$ cat config.mk
export PLATFORM = sky130hd
export DESIGN_NAME = utf8_utf16_to_utf32_escaping_decoder
export DESIGN_NICKNAME = d
export VERILOG_FILES = /design/src/hdl/utfdec_pkg.sv /design/src/hdl/utf8_utf16_to_utf32_escaping_decoder.sv /design/src/hdl/utfdec_front.sv /design/src/hdl/utfdec_queue.sv /design/src/hdl/utfdec_back.sv
export SDC_FILE = /design/constraint.sdc
export NUM_CORES = 1
export LEC_CHECK = 0
export BUFFER_PORTS_ARGS = -buffer_cell sky130_fd_sc_hd__buf_2
export CAP_MARGIN = 25
export CORE_MARGIN = 2
export CORE_UTILIZATION = 60
export CTS_CLUSTER_SIZE = 20
export DETAILED_ROUTE_END_ITERATION = 8
export HOLD_SLACK_MARGIN = 0.05
export PLACE_DENSITY = 0.8
export SYNTH_ARGS = -nofsm -noshare
export SYNTH_HDL_FRONTEND = slang
export SYNTH_HIERARCHICAL = 1
export SYNTH_SLANG_ARGS = --single-unit
export TNS_END_PERCENT = 100
$ cat constraint.sdc
create_clock -name clk -period 10.9 [get_ports clk]
set_input_delay 1.09 -clock clk [delete_from_list [all_inputs] [get_ports clk]]
set_output_delay 1.09 -clock clk [all_outputs]
set_load 0.005 [all_outputs]
$ cat src/hdl/utfdec_pkg.sv
// Shared types, constants and helper functions for the escaping code-point decoder.
package utfdec_pkg;

    // Default depth of the token queue between front and back
    localparam int QUEUE_DEPTH_DEFAULT = 4;

    // Most tokens one input unit can raise: three held bytes plus the new unit
    localparam int MAX_TOKENS = 4;

    // Register map
    localparam int PADDR_W = 3;
    localparam int PDATA_W = 32;

    // source_encoding codes
    localparam logic ENC_UTF8  = 1'b0;
    localparam logic ENC_UTF16 = 1'b1;

    // Escape characters
    localparam logic [20:0] CP_REPLACEMENT = 21'h00FFFD;
    localparam logic [20:0] CP_LETTER_U    = 21'h000075;

    // UTF-16 surrogate ranges
    localparam logic [15:0] SURR_HI_FIRST = 16'hD800;
    localparam logic [15:0] SURR_HI_LAST  = 16'hDBFF;
    localparam logic [15:0] SURR_LO_FIRST = 16'hDC00;
    localparam logic [15:0] SURR_LO_LAST  = 16'hDFFF;
    localparam logic [15:0] SURR_END      = 16'hE000;
    localparam logic [31:0] SURR_OFFSET   = 32'h035FDC00;

    // UTF-8 lead byte classes
    localparam logic [7:0] LEAD2_MASK = 8'hE0;
    localparam logic [7:0] LEAD2_PAT  = 8'hC0;
    localparam logic [7:0] LEAD3_MASK = 8'hF0;
    localparam logic [7:0] LEAD3_PAT  = 8'hE0;
    localparam logic [7:0] LEAD4_MASK = 8'hF8;
    localparam logic [7:0] LEAD4_PAT  = 8'hF0;
    localparam logic [1:0] CONT_PAT   = 2'b10;

    // What the back end does with one token
    typedef enum logic [1:0] {
        TOK_LIT,
        TOK_ESC8,
        TOK_ESC16
    } tok_kind_t;

    typedef struct packed {
        tok_kind_t   kind;
        logic [20:0] value;
        logic        run_last;
        logic        string_last;
    } token_t;

    // Upper-case hex digit as a code point
    function automatic logic [20:0] hex_digit(input logic [3:0] v);
        logic [7:0] d;
        if (v < 4'd10)
            d = 8'h30 + {4'b0, v};
        else
            d = 8'h37 + {4'b0, v};
        return {13'b0, d};
    endfunction

endpackage

$ cat src/hdl/utf8_utf16_to_utf32_escaping_decoder.sv
// Top level of the escaping UTF-8 / UTF-16 to code-point decoder.
// Units enter through push/full and code points leave through empty/pop. A unit that
// completes a character, or a single ASCII byte / BMP unit, gives one result; a unit
// that only extends a sequence gives none. The front end takes one unit per cycle while
// each unit raises at most one token and the queue has room; a unit that also escapes
// held units raises up to four tokens, which the front end issues in order, keeping full
// high until the last one goes to the queue. While results are popped, the back end turns each token
// into one result per cycle: a plain character is one result, a UTF-8 escape three,
// a UTF-16 escape six, and while it expands escapes the token queue fills and full
// rises. No clearing pass is needed after reset. Register 0 at byte address 0 holds
// source_encoding (bit 0: 0 = UTF-8, 1 = UTF-16); writing it drops any sequence in
// progress and should only be done with the block idle.
module utf8_utf16_to_utf32_escaping_decoder #(
    parameter int QUEUE_DEPTH = utfdec_pkg::QUEUE_DEPTH_DEFAULT
) (
    input  logic                              clk,
    input  logic                              rst_n,
    input  logic                              psel,
    input  logic                              penable,
    input  logic                              pwrite,
    input  logic [utfdec_pkg::PADDR_W-1:0]    paddr,
    input  logic [utfdec_pkg::PDATA_W-1:0]    pwdata,
    output logic [utfdec_pkg::PDATA_W-1:0]    prdata,
    output logic                              pready,
    input  logic                              push,
    output logic                              full,
    input  logic [15:0]                       unit,
    input  logic                              end_of_string,
    output logic                              empty,
    input  logic                              pop,
    output logic [20:0]                       code_point,
    output logic                              run_last,
    output logic                              string_last
);
    import utfdec_pkg::*;

    logic   source_encoding_reg;
    logic   cfg_write;
    logic   q_push, q_full, q_pop, q_empty;
    token_t q_wdata, q_rdata;

    // Configuration register
    assign pready    = 1'b1;
    assign cfg_write = psel && penable && pwrite && pready && (paddr[2] == 1'b0);
    assign prdata    = (paddr[2] == 1'b0) ? {{(PDATA_W-1){1'b0}}, source_encoding_reg}
                                          : '0;

    always_ff @(posedge clk or negedge rst_n)
    begin
        if (!rst_n)
            source_encoding_reg <= ENC_UTF8;
        else if (cfg_write)
            source_encoding_reg <= pwdata[0];
    end

    // Front end
    utfdec_front u_front (
        .clk           (clk),
        .rst_n         (rst_n),
        .mode          (source_encoding_reg),
        .clear         (cfg_write),
        .push          (push),
        .full          (full),
        .unit          (unit),
        .end_of_string (end_of_string),
        .q_push        (q_push),
        .q_data        (q_wdata),
        .q_full        (q_full)
    );

    // Token queue
    utfdec_queue #(
        .DEPTH (QUEUE_DEPTH)
    ) u_queue (
        .clk   (clk),
        .rst_n (rst_n),
        .push  (q_push),
        .wdata (q_wdata),
        .full  (q_full),
        .pop   (q_pop),
        .rdata (q_rdata),
        .empty (q_empty)
    );

    // Back end
    utfdec_back u_back (
        .clk         (clk),
        .rst_n       (rst_n),
        .q_empty     (q_empty),
        .q_data      (q_rdata),
        .q_pop       (q_pop),
        .empty       (empty),
        .pop         (pop),
        .code_point  (code_point),
        .run_last    (run_last),
        .string_last (string_last)
    );

endmodule

$ cat src/hdl/utfdec_front.sv
// Front end: accepts code units, tracks the sequence in progress and issues tokens.
module utfdec_front (
    input  logic                 clk,
    input  logic                 rst_n,
    input  logic                 mode,
    input  logic                 clear,
    input  logic                 push,
    output logic                 full,
    input  logic [15:0]          unit,
    input  logic                 end_of_string,
    output logic                 q_push,
    output utfdec_pkg::token_t   q_data,
    input  logic                 q_full
);
    import utfdec_pkg::*;

    // Sequence state
    logic [15:0] held0_reg;
    logic [7:0]  held1_reg;
    logic [7:0]  held2_reg;
    logic [1:0]  count_reg, count_next;
    logic [2:0]  len_reg, len_next;

    // Token buffer for the item being issued
    token_t      tok_reg [MAX_TOKENS];
    token_t      tok_next [MAX_TOKENS];
    logic [2:0]  rem_reg;
    logic [1:0]  idx_reg;

    logic [7:0]  byte_in;
    logic [15:0] lead_unit;
    logic [2:0]  len8;
    logic        is_surr, is_high, is_low, is_cont;
    logic        lead_hold;
    logic [2:0]  lead_len;
    logic        lead_fin;
    tok_kind_t   lead_kind;
    logic [20:0] lead_value;
    logic [1:0]  esc_n;
    logic        fin_valid;
    tok_kind_t   fin_kind;
    logic [20:0] fin_value;
    logic        wr_lead, wr_append;
    logic [2:0]  n_tok;
    logic [20:0] held_ext [3];
    logic [20:0] assembled;
    logic [31:0] pair_sum;
    logic        in_ready, accept;

    // Handshake with input side and queue
    assign q_data   = tok_reg[idx_reg];
    assign q_push   = (rem_reg != 3'd0) && !q_full;
    assign in_ready = (rem_reg == 3'd0) || (q_push && rem_reg == 3'd1);
    assign full     = !in_ready;
    assign accept   = push && in_ready;

    // Classification of the incoming unit
    always_comb
    begin
        byte_in   = unit[7:0];
        lead_unit = (mode == ENC_UTF16) ? unit : {8'b0, byte_in};
        is_cont   = (byte_in[7:6] == CONT_PAT);
        is_surr   = (unit >= SURR_HI_FIRST) && (unit < SURR_END);
        is_high   = (unit <= SURR_HI_LAST);
        is_low    = (unit >= SURR_LO_FIRST) && (unit <= SURR_LO_LAST);

        if ((byte_in & LEAD2_MASK) == LEAD2_PAT)
            len8 = 3'd2;
        else if ((byte_in & LEAD3_MASK) == LEAD3_PAT)
            len8 = 3'd3;
        else if ((byte_in & LEAD4_MASK) == LEAD4_PAT)
            len8 = 3'd4;
        else
            len8 = 3'd0;

        // Unit taken as a fresh lead
        lead_hold  = 1'b0;
        lead_len   = 3'd0;
        lead_fin   = 1'b1;
        lead_kind  = TOK_LIT;
        lead_value = {5'b0, lead_unit};
        if (mode == ENC_UTF8) begin
            if (byte_in[7]) begin
                if (len8 != 3'd0 && !end_of_string) begin
                    lead_hold = 1'b1;
                    lead_len  = len8;
                    lead_fin  = 1'b0;
                end
                else begin
                    lead_kind = TOK_ESC8;
                end
            end
        end
        else begin
            if (is_surr) begin
                if (is_high && !end_of_string) begin
                    lead_hold = 1'b1;
                    lead_len  = 3'd2;
                    lead_fin  = 1'b0;
                end
                else begin
                    lead_kind = TOK_ESC16;
                end
            end
        end

        // Completed code points
        case (len_reg)
            3'd2:    assembled = {10'b0, held0_reg[4:0], byte_in[5:0]};
            3'd3:    assembled = {5'b0, held0_reg[3:0], held1_reg[5:0], byte_in[5:0]};
            default: assembled = {held0_reg[2:0], held1_reg[5:0], held2_reg[5:0],
                                  byte_in[5:0]};
        endcase
        pair_sum = ({16'b0, held0_reg} << 10) + {16'b0, unit} - SURR_OFFSET;

        // Sequence step
        esc_n      = 2'd0;
        fin_valid  = 1'b0;
        fin_kind   = TOK_LIT;
        fin_value  = lead_value;
        wr_lead    = 1'b0;
        wr_append  = 1'b0;
        count_next = 2'd0;
        len_next   = 3'd0;
        if (count_reg == 2'd0) begin
            fin_valid = lead_fin;
            fin_kind  = lead_kind;
            wr_lead   = lead_hold;
        end
        else if (mode == ENC_UTF8 && is_cont) begin
            if ({1'b0, count_reg} + 3'd1 >= len_reg) begin
                fin_valid = 1'b1;
                fin_value = assembled;
            end
            else if (end_of_string) begin
                esc_n     = count_reg;
                fin_valid = 1'b1;
                fin_kind  = TOK_ESC8;
            end
            else begin
                wr_append  = 1'b1;
                count_next = count_reg + 2'd1;
                len_next   = len_reg;
            end
        end
        else if (mode == ENC_UTF16 && is_low) begin
            fin_valid = 1'b1;
            fin_value = pair_sum[20:0];
        end
        else begin
            // Escape what is held, then restart on this unit
            esc_n     = (mode == ENC_UTF8) ? count_reg : 2'd1;
            fin_valid = lead_fin;
            fin_kind  = lead_kind;
            wr_lead   = lead_hold;
        end
        if (wr_lead) begin
            count_next = 2'd1;
            len_next   = lead_len;
        end
        if (end_of_string) begin
            count_next = 2'd0;
            len_next   = 3'd0;
        end

        // Token list: held escapes first, then the final token
        held_ext[0] = {5'b0, held0_reg};
        held_ext[1] = {13'b0, held1_reg};
        held_ext[2] = {13'b0, held2_reg};
        n_tok = {1'b0, esc_n} + {2'b0, fin_valid};
        for (int k = 0; k < MAX_TOKENS; k++) begin
            if (3'(k) < {1'b0, esc_n}) begin
                tok_next[k].kind  = (mode == ENC_UTF16) ? TOK_ESC16 : TOK_ESC8;
                tok_next[k].value = held_ext[(k < 3) ? k : 0];
            end
            else begin
                tok_next[k].kind  = fin_kind;
                tok_next[k].value = fin_value;
            end
            tok_next[k].run_last    = (3'(k) + 3'd1 == n_tok);
            tok_next[k].string_last = (3'(k) + 3'd1 == n_tok) && end_of_string;
        end
    end

    // Control state
    always_ff @(posedge clk or negedge rst_n)
    begin
        if (!rst_n) begin
            count_reg <= 2'd0;
            len_reg   <= 3'd0;
            rem_reg   <= 3'd0;
            idx_reg   <= 2'd0;
        end
        else begin
            if (clear) begin
                count_reg <= 2'd0;
                len_reg   <= 3'd0;
            end
            else if (accept) begin
                count_reg <= count_next;
                len_reg   <= len_next;
            end
            if (accept) begin
                rem_reg <= n_tok;
                idx_reg <= 2'd0;
            end
            else if (q_push) begin
                rem_reg <= rem_reg - 3'd1;
                idx_reg <= idx_reg + 2'd1;
            end
        end
    end

    // Held units and token buffer
    always_ff @(posedge clk)
    begin
        if (accept) begin
            for (int k = 0; k < MAX_TOKENS; k++)
                tok_reg[k] <= tok_next[k];
            if (wr_lead)
                held0_reg <= lead_unit;
            if (wr_append) begin
                if (count_reg == 2'd1)
                    held1_reg <= byte_in;
                else
                    held2_reg <= byte_in;
            end
        end
    end

endmodule

$ cat src/hdl/utfdec_queue.sv
// Token queue between front and back end.
module utfdec_queue #(
    parameter int DEPTH = utfdec_pkg::QUEUE_DEPTH_DEFAULT
) (
    input  logic                 clk,
    input  logic                 rst_n,
    input  logic                 push,
    input  utfdec_pkg::token_t   wdata,
    output logic                 full,
    input  logic                 pop,
    output utfdec_pkg::token_t   rdata,
    output logic                 empty
);
    import utfdec_pkg::*;

    localparam int PTR_W = (DEPTH > 1) ? $clog2(DEPTH) : 1;
    localparam int CNT_W = $clog2(DEPTH + 1);

    token_t             mem_reg [DEPTH];
    logic [PTR_W-1:0]   wr_ptr_reg;
    logic [PTR_W-1:0]   rd_ptr_reg;
    logic [CNT_W-1:0]   count_reg;
    logic               do_push, do_pop;

    assign full    = (count_reg == CNT_W'(DEPTH));
    assign empty   = (count_reg == '0);
    assign do_push = push && !full;
    assign do_pop  = pop && !empty;
    assign rdata   = mem_reg[rd_ptr_reg];

    // Pointers and fill level
    always_ff @(posedge clk or negedge rst_n)
    begin
        if (!rst_n) begin
            wr_ptr_reg <= '0;
            rd_ptr_reg <= '0;
            count_reg  <= '0;
        end
        else begin
            if (do_push)
                wr_ptr_reg <= (wr_ptr_reg == PTR_W'(DEPTH - 1)) ? '0 : wr_ptr_reg + 1'b1;
            if (do_pop)
                rd_ptr_reg <= (rd_ptr_reg == PTR_W'(DEPTH - 1)) ? '0 : rd_ptr_reg + 1'b1;
            if (do_push && !do_pop)
                count_reg <= count_reg + 1'b1;
            else if (do_pop && !do_push)
                count_reg <= count_reg - 1'b1;
        end
    end

    // Storage
    always_ff @(posedge clk)
    begin
        if (do_push)
            mem_reg[wr_ptr_reg] <= wdata;
    end

endmodule

$ cat src/hdl/utfdec_back.sv
// Back end: expands tokens into code points, one result per cycle while results are popped.
module utfdec_back (
    input  logic                 clk,
    input  logic                 rst_n,
    input  logic                 q_empty,
    input  utfdec_pkg::token_t   q_data,
    output logic                 q_pop,
    output logic                 empty,
    input  logic                 pop,
    output logic [20:0]          code_point,
    output logic                 run_last,
    output logic                 string_last
);
    import utfdec_pkg::*;

    token_t      cur_reg;
    logic        cur_valid_reg;
    logic [2:0]  step_reg;
    logic        out_valid_reg;
    logic [20:0] out_cp_reg;
    logic        out_run_last_reg;
    logic        out_string_last_reg;

    logic [2:0]  last_step;
    logic [20:0] res_cp;
    logic        at_last, load_out, cur_done;

    assign empty       = !out_valid_reg;
    assign code_point  = out_cp_reg;
    assign run_last    = out_run_last_reg;
    assign string_last = out_string_last_reg;

    // Result selection for the current step
    always_comb
    begin
        res_cp    = cur_reg.value;
        last_step = 3'd0;
        case (cur_reg.kind)
            TOK_LIT:
            begin
                res_cp    = cur_reg.value;
                last_step = 3'd0;
            end
            TOK_ESC8:
            begin
                last_step = 3'd2;
                case (step_reg)
                    3'd0:    res_cp = CP_REPLACEMENT;
                    3'd1:    res_cp = hex_digit(cur_reg.value[7:4]);
                    default: res_cp = hex_digit(cur_reg.value[3:0]);
                endcase
            end
            TOK_ESC16:
            begin
                last_step = 3'd5;
                case (step_reg)
                    3'd0:    res_cp = CP_REPLACEMENT;
                    3'd1:    res_cp = CP_LETTER_U;
                    3'd2:    res_cp = hex_digit(cur_reg.value[15:12]);
                    3'd3:    res_cp = hex_digit(cur_reg.value[11:8]);
                    3'd4:    res_cp = hex_digit(cur_reg.value[7:4]);
                    default: res_cp = hex_digit(cur_reg.value[3:0]);
                endcase
            end
            default:
            begin
                res_cp    = cur_reg.value;
                last_step = 3'd0;
            end
        endcase
        at_last  = (step_reg == last_step);
        load_out = cur_valid_reg && (!out_valid_reg || pop);
        cur_done = load_out && at_last;
        q_pop    = !q_empty && (!cur_valid_reg || cur_done);
    end

    // Control state
    always_ff @(posedge clk or negedge rst_n)
    begin
        if (!rst_n) begin
            cur_valid_reg <= 1'b0;
            step_reg      <= 3'd0;
            out_valid_reg <= 1'b0;
        end
        else begin
            if (q_pop) begin
                cur_valid_reg <= 1'b1;
                step_reg      <= 3'd0;
            end
            else if (cur_done) begin
                cur_valid_reg <= 1'b0;
            end
            else if (load_out) begin
                step_reg <= step_reg + 3'd1;
            end
            if (load_out)
                out_valid_reg <= 1'b1;
            else if (pop)
                out_valid_reg <= 1'b0;
        end
    end

    // Token and result payload
    always_ff @(posedge clk)
    begin
        if (q_pop)
            cur_reg <= q_data;
        if (load_out) begin
            out_cp_reg          <= res_cp;
            out_run_last_reg    <= cur_reg.run_last && at_last;
            out_string_last_reg <= cur_reg.string_last && at_last;
        end
    end

endmodule

==> flow_summary.yaml, run 1 <==
timing:
  finalSetupTns_ns: 0
  worst_pin_slew_ns: 0.9679
  setup_viol: 0
  max_slew_margin_pct: 34.98
  hold_viol_final: 0
  rsz0062_at_grt: "false"
  fin_skew_ns: 0.02129
  setup_ws_ns: 7.270
  fmax_mhz: 275.5
  post-route-min-period_ns: 3.630
  maxSlewViolCount: 0
  period_share_pct: 33.30
drt:
  drt_iter0_drc: 722
  firstDrtPassIters: 5
  drc: 0
  wl_per_cell_microns: 19.71
  routed_wl_microns: 26490
  route.antenna.remaining_nets: 0
  vias_per_cell: 5.899
  vias: 7928
critical_path:
  required_ns: 11.34
  crit-reg2reg-capture: "u_front/tok_reg[1][0]"
  cpPeakStageDelay_ns: 0.59
  crit_buf_inv: 1
  start_kind: "flop"
  cp_top_family: "simple AND/OR/NAND/NOR gates"
  endpoint_kind: "flop"
  crit_type: "flop to flop"
  critical_path.cell_chain: "inv_1 -> ha_1 -> ha_1 -> a21oi_1 -> o21ai_0 -> nor3_1 -> nor2_1 -> ha_1 -> ha_1 -> nor3b_1 -> and2_1"
  worst_r2r_startpoint: "u_front/count_reg[0]"
  r2r_cells: 11
  cp_max_fo: 6
  slowest_stage: "nor3_1"
  cp_data_arrival_time_ns: 4.07
  cpMostUsedCell: "ha_1"
  reg2reg_setup_slack_ns: 7.27
floorplan:
  die_y_microns: 157.9
  rows: 56
  die_w_microns: 157.9
  die_area_sq_um: 24920
  io_pins: 117
  start_util_pct: 60.89
  core_area_sq_um: 23330
power:
  p_total_w: 0.004217
  leakagePower_nw: 5.739
  irDropWorstVdd_uv: 188.6
  powerDensity_nw_per_um2: 270.6
logic_synthesis:
  async_flop_share_pct: 7.591
  netlist_instances: 944
  ys_top_cells_by_area: "edfxtp_1 (59%), mux4_2 (7.9%), dfrtp_1 (4.1%)"
  synth-edff-count: 280
  ys_seq_area_share_pct: 63.24
  ys_ff_latch: 303
  postSynth.topFlopCell: "edfxtp_1"
  yosysUniqueCellTypes: 74
  yosys.area.top_type: "edfxtp_1"
  synth_area_sq_um: 14210
  yosysWarnings: 6
  syn_area_per_cell_sq_um: 15.05
  synth_top_area_share_pct: 59.19
run_status:
  status: "completed"
final_layout:
  drive_gt1_share_pct: 20.88
  diodes: 0
  fin_util_pct: 66.80
  area_growth_pct: 9.715
  nets: 1104
min_path:
  holdCritStartpoint: "u_back/cur_reg[1]"
  whs_endpoint: "u_back/run_last"
  whs_path_depth: 1
  min_path_type: "flop to flop"
grt:
  grt_pass1_vias: 7955
  grt_pass1_wl_microns: 42990
  grt_max_degree: 65
  antenna_found_initial: 0
  grt_usage_pct: 22.46
  overflow: 0
place:
  hpwl_microns: 17850
  place_congestion: 0.9172
  port_buffers: 51
  place_worst_setup_slack_ns: 7.012
clocking:
  hold_buffers: 0
  numCtsBuffers: 31
  h-tree-depth: 1
  clock-sinks: 303
  clk_latency_ns: 0.56
  clk_path_buf_depth: 3
  clock-root-buffer: "clkbuf_16"
  path_clk_slew_ns: 0.06
  cts_tree: "done"
  cts_setup_buffers: 0
  cts_resized: 0
run:
  max-cap-violations: 0
-- worst max path at each step --
| stage | start | end | cells after the start | slack [ns] |
|---|---|---|---|---|
| floorplan | push | u_front/held2_reg[0] | 5 | 5.63 |
| global placement | unit[6] | u_front/tok_reg[1][0] | 9 | 7.07 |
| detailed placement | unit[6] | u_front/tok_reg[3][0] | 9 | 7.01 |
| CTS | u_front/count_reg[0] | u_front/tok_reg[3][0] | 11 | 7.26 |
| global route | u_front/count_reg[0] | u_front/tok_reg[1][0] | 11 | 6.85 |
| finish | u_front/count_reg[0] | u_front/tok_reg[1][0] | 11 | 7.27 |
-- Yosys cell counts, drive strengths merged, types with 3 or more instances --
cell,instances
a22oi,7
or4,3
o2bb2ai,3
nor3,9
o221ai,15
o22ai,4
nand3,16
dfrtp,23
or3,3
o21ai,27
a32oi,4
edfxtp,280
a2bb2oi,3
mux2,41
mux2i,8
a22o,5
clkbuf,18
mux4,50
nor3b,5
nand2b,11
o21a,3
and4b,5
and3,10
a21oi,27
inv,48
ha,41
a31oi,4
a211oi,4
and2,23
o21bai,12
xnor2,12
o31ai,6
o211ai,6
nand2,80
nor2,31
xor2,4
buf,49
nor2b,13
-- kinds of logic (layout without fill, tap and decap cells) --
group / Yosys count / after routing / synth area share [%]
flops: 303 / 303 / 63.24
simple gates: 220 / 220 / 8.068
compound gates: 146 / 146 / 7.495
buf+inv: 115 / 166 / 4.236
mux: 99 / 99 / 12.03
fa+ha+maj: 43 / 43 / 3.893
xor+xnor: 16 / 16 / 0.9864
other cells: 2 / 32 / 0.05286
-- layout make-up --
cell class	count	area [sq um]
fillers	1634	7746
well taps	319	399.1
multi-input cells	556	4741
clock buffers	37	798.3
clock inverters	19	147.6
inverters	48	180.2
flip-flops and latches	303	8985
repair buffers	62	335.3
-- where the power goes --
group	internal [W]	leakage [nW]	switching, W	total [W]
sequential	0.00181	2.88	0.000161	0.00198
clock	0.000566	0.468	0.000417	0.000983
combinational	0.000543	2.39	0.000716	0.00126
-- placed cells by master (no fill, tap or decap), types with 25 or more instances in the layout --
master / netlist / layout
edfxtp_1: 280 / 280
nand2_1: 80 / 80
buf_2: 9 / 52
mux4_2: 50 / 50
inv_1: 48 / 48
ha_1: 41 / 41
conb_1: 2 / 32
clkbuf_16: 0 / 31
mux2_2: 30 / 30
nor2_1: 30 / 29
a21oi_1: 25 / 25
o21ai_0: 25 / 25
-- routing by layer --
metal | vias up | global-route usage, % | share of wire [%]
met2 | 271 | 37.47 | 49
li1 | 3691 | - | -
met3 | 67 | 3.367 | 5.3
met5 | - | 0 | 0
met1 | 3899 | 30.85 | 42
met4 | 0 | 7.013 | 3.1
-- worst register-to-register path, stage by stage, from the launching register on --
cell     delay (ns)
dfrtp_1        0.46
inv_1          0.11
ha_1           0.32
ha_1           0.18
a21oi_1        0.31
o21ai_0        0.31
nor3_1         0.59
nor2_1         0.20
ha_1           0.24
ha_1           0.35
nor3b_1        0.28
and2_1         0.17
-- metrics by stage --
| stage | hold WS [ns] | cells | instance area [sq um] |
|---|---|---|---|
| CTS | 0.5184 | 1344 | 15590 |
| floorplan | 0.4897 | 974 | 14320 |
| finish | 0.5151 | 1344 | 15590 |
| detailed placement | 0.5074 | 1288 | 14640 |
| global placement | 0.5037 | 1287 | 14640 |
| global route | 0.5410 | 1344 | 15590 |
Power figures use the tool's default switching activity.
==> run 2: changes to the inputs <==
Settings changed: ABC_AREA set to 1.
Clock period 10.9 ns to 3.8 ns, I/O delays scaled along.
==> flow_summary.yaml, run 2 <==
power:
  power_frac_seq_pct: 44.3
  switching_power_w: 0.004907
  combPwrFrac_pct: 33.9
  p_clk_share_pct: 21.8
  leakagePower_nw: 7.026
  p_total_w: 0.01347
  powerDensity_nw_per_um2: 817.7
  netSwitchingFraction_pct: 36.42
  power.internal_w: 0.008566
  irDropWorstVdd_uv: 605.7
logic_synthesis:
  yosysWarnings: 6
  synthAdderAreaFrac_pct: 3.665
  synth_xor_area_share_pct: 0.2902
  yosysMostFrequentCell: "nand2_1"
  synth_top_family_by_area: "simple AND/OR/NAND/NOR gates"
  synth_compound_area_share_pct: 9.445
  postSynth.topFlopCell: "edfxtp_1"
  synth.mux.area_fraction_pct: 0
  synth_top_area_share_pct: 55.73
  async_flop_share_pct: 7.591
  yosysUniqueCellTypes: 44
  ys_top_cells_by_area: "edfxtp_1 (56%), nand2_1 (9.1%), inv_1 (4.6%)"
  netlist_instances: 1502
  synth_area_sq_um: 15090
  synth-edff-count: 280
  yosys.area.top_type: "edfxtp_1"
  ys_seq_area_share_pct: 59.54
  syn_area_per_cell_sq_um: 10.05
  synth_simple_gate_area_share_pct: 18.29
  synth_commonest_cells: "nand2_1 (366), edfxtp_1 (280), inv_1 (183)"
  ys_ff_latch: 303
critical_path:
  cp_top_family: "adder cells"
  slowest_stage: "dfrtp_1"
  cpPeakStageDelay_ns: 0.41
  worst_r2r_startpoint: "u_front/count_reg[0]"
  cp_max_fo: 8
  cpMostUsedCell: "ha_1"
  r2r_cells: 11
  required_ns: 4.18
  endpoint_kind: "flop"
  crit_type: "flop to flop"
  start_kind: "flop"
  crit_buf_inv: 2
  cp_data_arrival_time_ns: 3.39
  crit-reg2reg-capture: "u_front/tok_reg[2][0]"
  critical_path.cell_chain: "inv_1 -> ha_1 -> ha_1 -> nand3_1 -> nand3_2 -> nor3_4 -> nor2_1 -> ha_1 -> ha_1 -> inv_1 -> nor4_1"
  reg2reg_setup_slack_ns: 0.79
final_layout:
  nets: 1653
  area_growth_pct: 9.196
  multi_input_area_sq_um: 4913
  final_cell_mix: "nand2_1 (366), edfxtp_1 (280), inv_1 (182)"
  layout.area.seq_sq_um: 8985
  fillers: 1881
  final_common_cell: "nand2_1"
  drive_gt1_share_pct: 11.94
  diodes: 0
min_path:
  holdCritStartpoint: "unit[0]"
  whs_endpoint: "u_front/held2_reg[0]"
  min_path_type: "primary input to flop"
  whs_path_depth: 1
drt:
  routed_wl_microns: 31210
  firstDrtPassIters: 5
  vias: 10468
  drt_iter0_drc: 1087
  drc: 0
  wl_per_cell_microns: 16.38
  vias_per_cell: 5.495
  route.antenna.remaining_nets: 0
timing:
  setup_ws_ns: 0.7877
  hold_viol_final: 0
  post-route-min-period_ns: 3.012
  period_share_pct: 79.27
  holdWs_ns: 0.08212
  fmax_mhz: 332.0
  finalSetupTns_ns: 0
  setup_viol: 0
  max_slew_margin_pct: 38.92
  maxSlewViolCount: 0
  worst_pin_slew_ns: 0.9153
  fin_skew_ns: 0.01440
  rsz0062_at_grt: "false"
clocking:
  cts_setup_buffers: 0
  cts_resized: 0
  cts_tree: "done"
  hold_buffers: 3
  clock-sinks: 303
  clock-root-buffer: "clkbuf_16"
  clk_path_buf_depth: 3
  numCtsBuffers: 30
  h-tree-depth: 1
  clk_latency_ns: 0.56
  path_clk_slew_ns: 0.06
grt:
  grt_pass1_wl_microns: 50460
  grt_pass1_vias: 10148
  antenna_found_initial: 0
  overflow: 0
  grt_usage_pct: 24.07
  grt_max_degree: 103
floorplan:
  die_y_microns: 162.6
  core_area_sq_um: 24960
  die_w_microns: 162.6
  die_area_sq_um: 26430
  io_pins: 117
  rows: 58
  start_util_pct: 60.44
place:
  port_buffers: 51
  place_congestion: 0.9246
  place_worst_setup_slack_ns: 0.8259
  hpwl_microns: 21240
run:
  max-cap-violations: 0
run_status:
  status: "completed"
==> run 2: changes by cell type in the layout (fill, tap and decap cells not counted), sizes merged, moves of 50 or more <==
cell,delta
o21ai,+75
nand2,+299
mux4,-50
inv,+148
nor2,+91
nand3,+73
==> run 2: logic make-up (layout without fill, tap and decap cells) <==
group | after synthesis | after routing
xor+xnor | 5 | 5
simple gates | 634 | 634
fa+ha+maj | 43 | 43
compound gates | 233 | 233
flops | 303 | 303
other cells | 2 | 32
buf+inv | 282 | 325
==> run 2: cell type report <==
type | instances | share of cell area [%]
multi-input combinational | 947 | 29.82
clock inverter | 23 | 1.230
inverter | 197 | 4.526
clock buffer | 33 | 4.754
tap | 330 | 2.506
timing repair buffer | 72 | 2.628
sequential | 303 | 54.53
==> run 2: through the flow <==
step | instance area [sq um] | instances | utilization (%)
5_1_grt | 16480 | 1905 | 66.00
2_1_floorplan | 15200 | 1532 | -
3_5_place_dp | 15460 | 1846 | 61.93
6_report | 16480 | 1905 | 66.00
4_1_cts | 16480 | 1905 | 66.00
3_3_place_gp | 15460 | 1846 | 61.93
==> run 2: power groups by stage <==
stage	Clock, W	Combinational [W]	Sequential (W)
6_report	0.00294	0.00456	0.00597
3_5_place_dp	0	0.00454	0.00604
3_3_place_gp	0	0.00435	0.00598
4_1_cts	0.00298	0.00457	0.00597
2_1_floorplan	0	0.00346	0.00587
5_1_grt	0.00310	0.00516	0.00609
==> run 2: how the worst max path moves through the flow <==
stage,startpoint,to,slack (ns),cells past startpoint
5_1_grt,u_front/count_reg[0],u_front/tok_reg[2][0],0.46,11
4_1_cts,u_front/count_reg[0],u_front/tok_reg[2][0],0.80,11
6_report,u_front/count_reg[0],u_front/tok_reg[2][0],0.79,11
3_3_place_gp,u_front/count_reg[0],u_front/tok_reg[2][0],0.87,11
3_5_place_dp,u_front/count_reg[0],u_front/tok_reg[2][0],0.83,11
2_1_floorplan,u_queue/count_reg[0],u_front/held1_reg[0],0.67,10
==> run 2: per-layer routing <==
| layer | up-vias | GRT usage, % | part of all wire, % |
|---|---|---|---|
| li1 | 5124 | - | - |
| met1 | 4929 | 29.86 | 40 |
| met2 | 346 | 43.35 | 50 |
| met3 | 69 | 3.387 | 6.2 |
| met4 | 0 | 8.367 | 2.9 |
| met5 | - | 0 | 0 |
==> run 3: changes to the inputs <==
Settings changed: ABC_AREA 1 to 0.
Clock period 3.8 ns to 2.84 ns, I/O delays scaled along.
==> flow_summary.yaml, run 3 (synthesized netlist as in run 1, its figures left out) <==
timing:
  worst_pin_slew_ns: 0.7688
  fmax_mhz: 367.7
  rsz0062_at_grt: "false"
  setup_viol: 0
  maxSlewViolCount: 0
  period_share_pct: 95.75
  hold_viol_final: 0
  max_slew_margin_pct: 48.75
  post-route-min-period_ns: 2.719
  holdWs_ns: 0.09919
  fin_skew_ns: 0.01188
drt:
  wl_per_cell_microns: 19.87
  drc: 0
  firstDrtPassIters: 5
  route.antenna.remaining_nets: 0
  vias: 8176
  drt_iter0_drc: 681
  vias_per_cell: 5.912
  routed_wl_microns: 27470
place:
  hpwl_microns: 18560
  post-place-cells: 1318
  dpl-instance-area_sq_um: 14910
  port_buffers: 51
  place_congestion: 0.8940
clocking:
  clock-sinks: 303
  cts_tree: "done"
  clock-root-buffer: "clkbuf_16"
  numCtsBuffers: 30
  clk_latency_ns: 0.56
  h-tree-depth: 1
  clk_path_buf_depth: 3
  path_clk_slew_ns: 0.06
critical_path:
  required_ns: 3.15
  start_kind: "flop"
  cp_data_arrival_time_ns: 3.03
  cp_max_fo: 6
  endpoint_kind: "flop"
  crit_type: "flop to flop"
grt:
  grt_pass1_vias: 8093
  grt_pass1_wl_microns: 43730
  antenna_found_initial: 0
  overflow: 0
  grt_usage_pct: 22.89
  grt_max_degree: 61
floorplan:
  die_y_microns: 157.9
  io_pins: 117
  rows: 56
  die_w_microns: 157.9
  core_area_sq_um: 23330
  start_util_pct: 60.89
  die_area_sq_um: 24920
final_layout:
  nets: 1143
  drive_gt1_share_pct: 24.44
  area_growth_pct: 12.66
  finalNonFillerCells: 1383
  final_cell_mix: "edfxtp_1 (280), nand2_1 (79), buf_2 (51)"
  final_common_cell: "edfxtp_1"
  design_area_sq_um: 16000
  fillers: 1553
  diodes: 0
run:
  max-cap-violations: 0
run_status:
  status: "completed"
power:
  powerDensity_nw_per_um2: 1035
  leakagePower_nw: 5.933
  irDropWorstVdd_uv: 604.1
min_path:
  min_path_type: "primary input to flop"
## run 3: cell types whose count changed in the layout (fill, tap and decap cells not counted), sizes merged, moves of 23 or more
cell | before | now
mux4 | 0 | 50
nand2 | 379 | 80
o21ai | 102 | 27
and2 | 0 | 23
nor2 | 122 | 31
nand3 | 89 | 16
inv | 197 | 48
o211ai | 51 | 6
mux2 | 0 | 41
buf | 69 | 93
## run 3: final cells by class
| type | count | area (sq um) | share of cell area (%) |
|---|---|---|---|
| Clock buffer | 33 | 783.3 | 4.894 |
| Sequential cell | 303 | 8984 | 56.13 |
| Clock inverter | 22 | 167.7 | 1.048 |
| Inverter | 48 | 180.2 | 1.126 |
| Multi-Input combinational cell | 556 | 4817 | 30.10 |
| Timing Repair Buffer | 102 | 673.1 | 4.206 |
| Tap cell | 319 | 399.1 | 2.494 |
## run 3: per-layer routing
metal	routed length, microns	GRT usage, %
met5	0	0
met4	884	8.182
met3	1776	3.723
met2	13870	39.07
met1	10950	29.95
## run 3: repair_timing
action	in CTS	in global routing
gates resized for setup	0	9
hold endpoints to repair	48	0
setup endpoints to repair	0	13
setup buffers	0	1
hold buffers	9	0
## run 3: metrics by stage
| step | utilization [%] | power, W | setup WS (ns) | TNS (ns) |
|---|---|---|---|---|
| floorplan | - | 0.01121 | -0.1550 | -0.1550 |
| finish | 68.59 | 0.01656 | 0.1206 | 0 |
| global placement | 63.92 | 0.01247 | 0.1280 | 0 |
| global route | 68.59 | 0.01744 | 0.002974 | 0 |
| detailed placement | 63.92 | 0.01279 | 0.06473 | 0 |
| CTS | 68.38 | 0.01666 | 0.02344 | 0 |
## run 3: power breakdown
| group | total, W | switching, W | internal [W] |
|---|---|---|---|
| Sequential | 0.00746 | 0.000497 | 0.00696 |
| Clock | 0.00380 | 0.00163 | 0.00216 |
| Combinational | 0.00530 | 0.00302 | 0.00228 |
## run 3: critical path: stages, from the launching register on
cell and delay (ns):
dfrtp_1 0.39, inv_1 0.08, ha_1 0.31, ha_1 0.21, a21oi_2 0.24, o2111ai_4 0.19, a211oi_4 0.36, ha_2 0.37
nor3b_2 0.17, and2_1 0.15
## run 3: path summary, 6_finish.rpt
kind                                      start               endpoint  slack, ns  depth (start not counted)
min reg2reg                   u_back/cur_reg[0]     u_back/string_last       0.52                          1
max                        u_front/count_reg[1]  u_front/tok_reg[1][0]       0.12                          9
max in group asynchronous                 rst_n     u_back/step_reg[0]       2.20                          2
min in group asynchronous                 rst_n   u_front/count_reg[0]       0.25                          2
min                                     unit[4]   u_front/held2_reg[4]        0.1                          1
max reg2reg                u_front/count_reg[1]  u_front/tok_reg[1][0]       0.12                          9
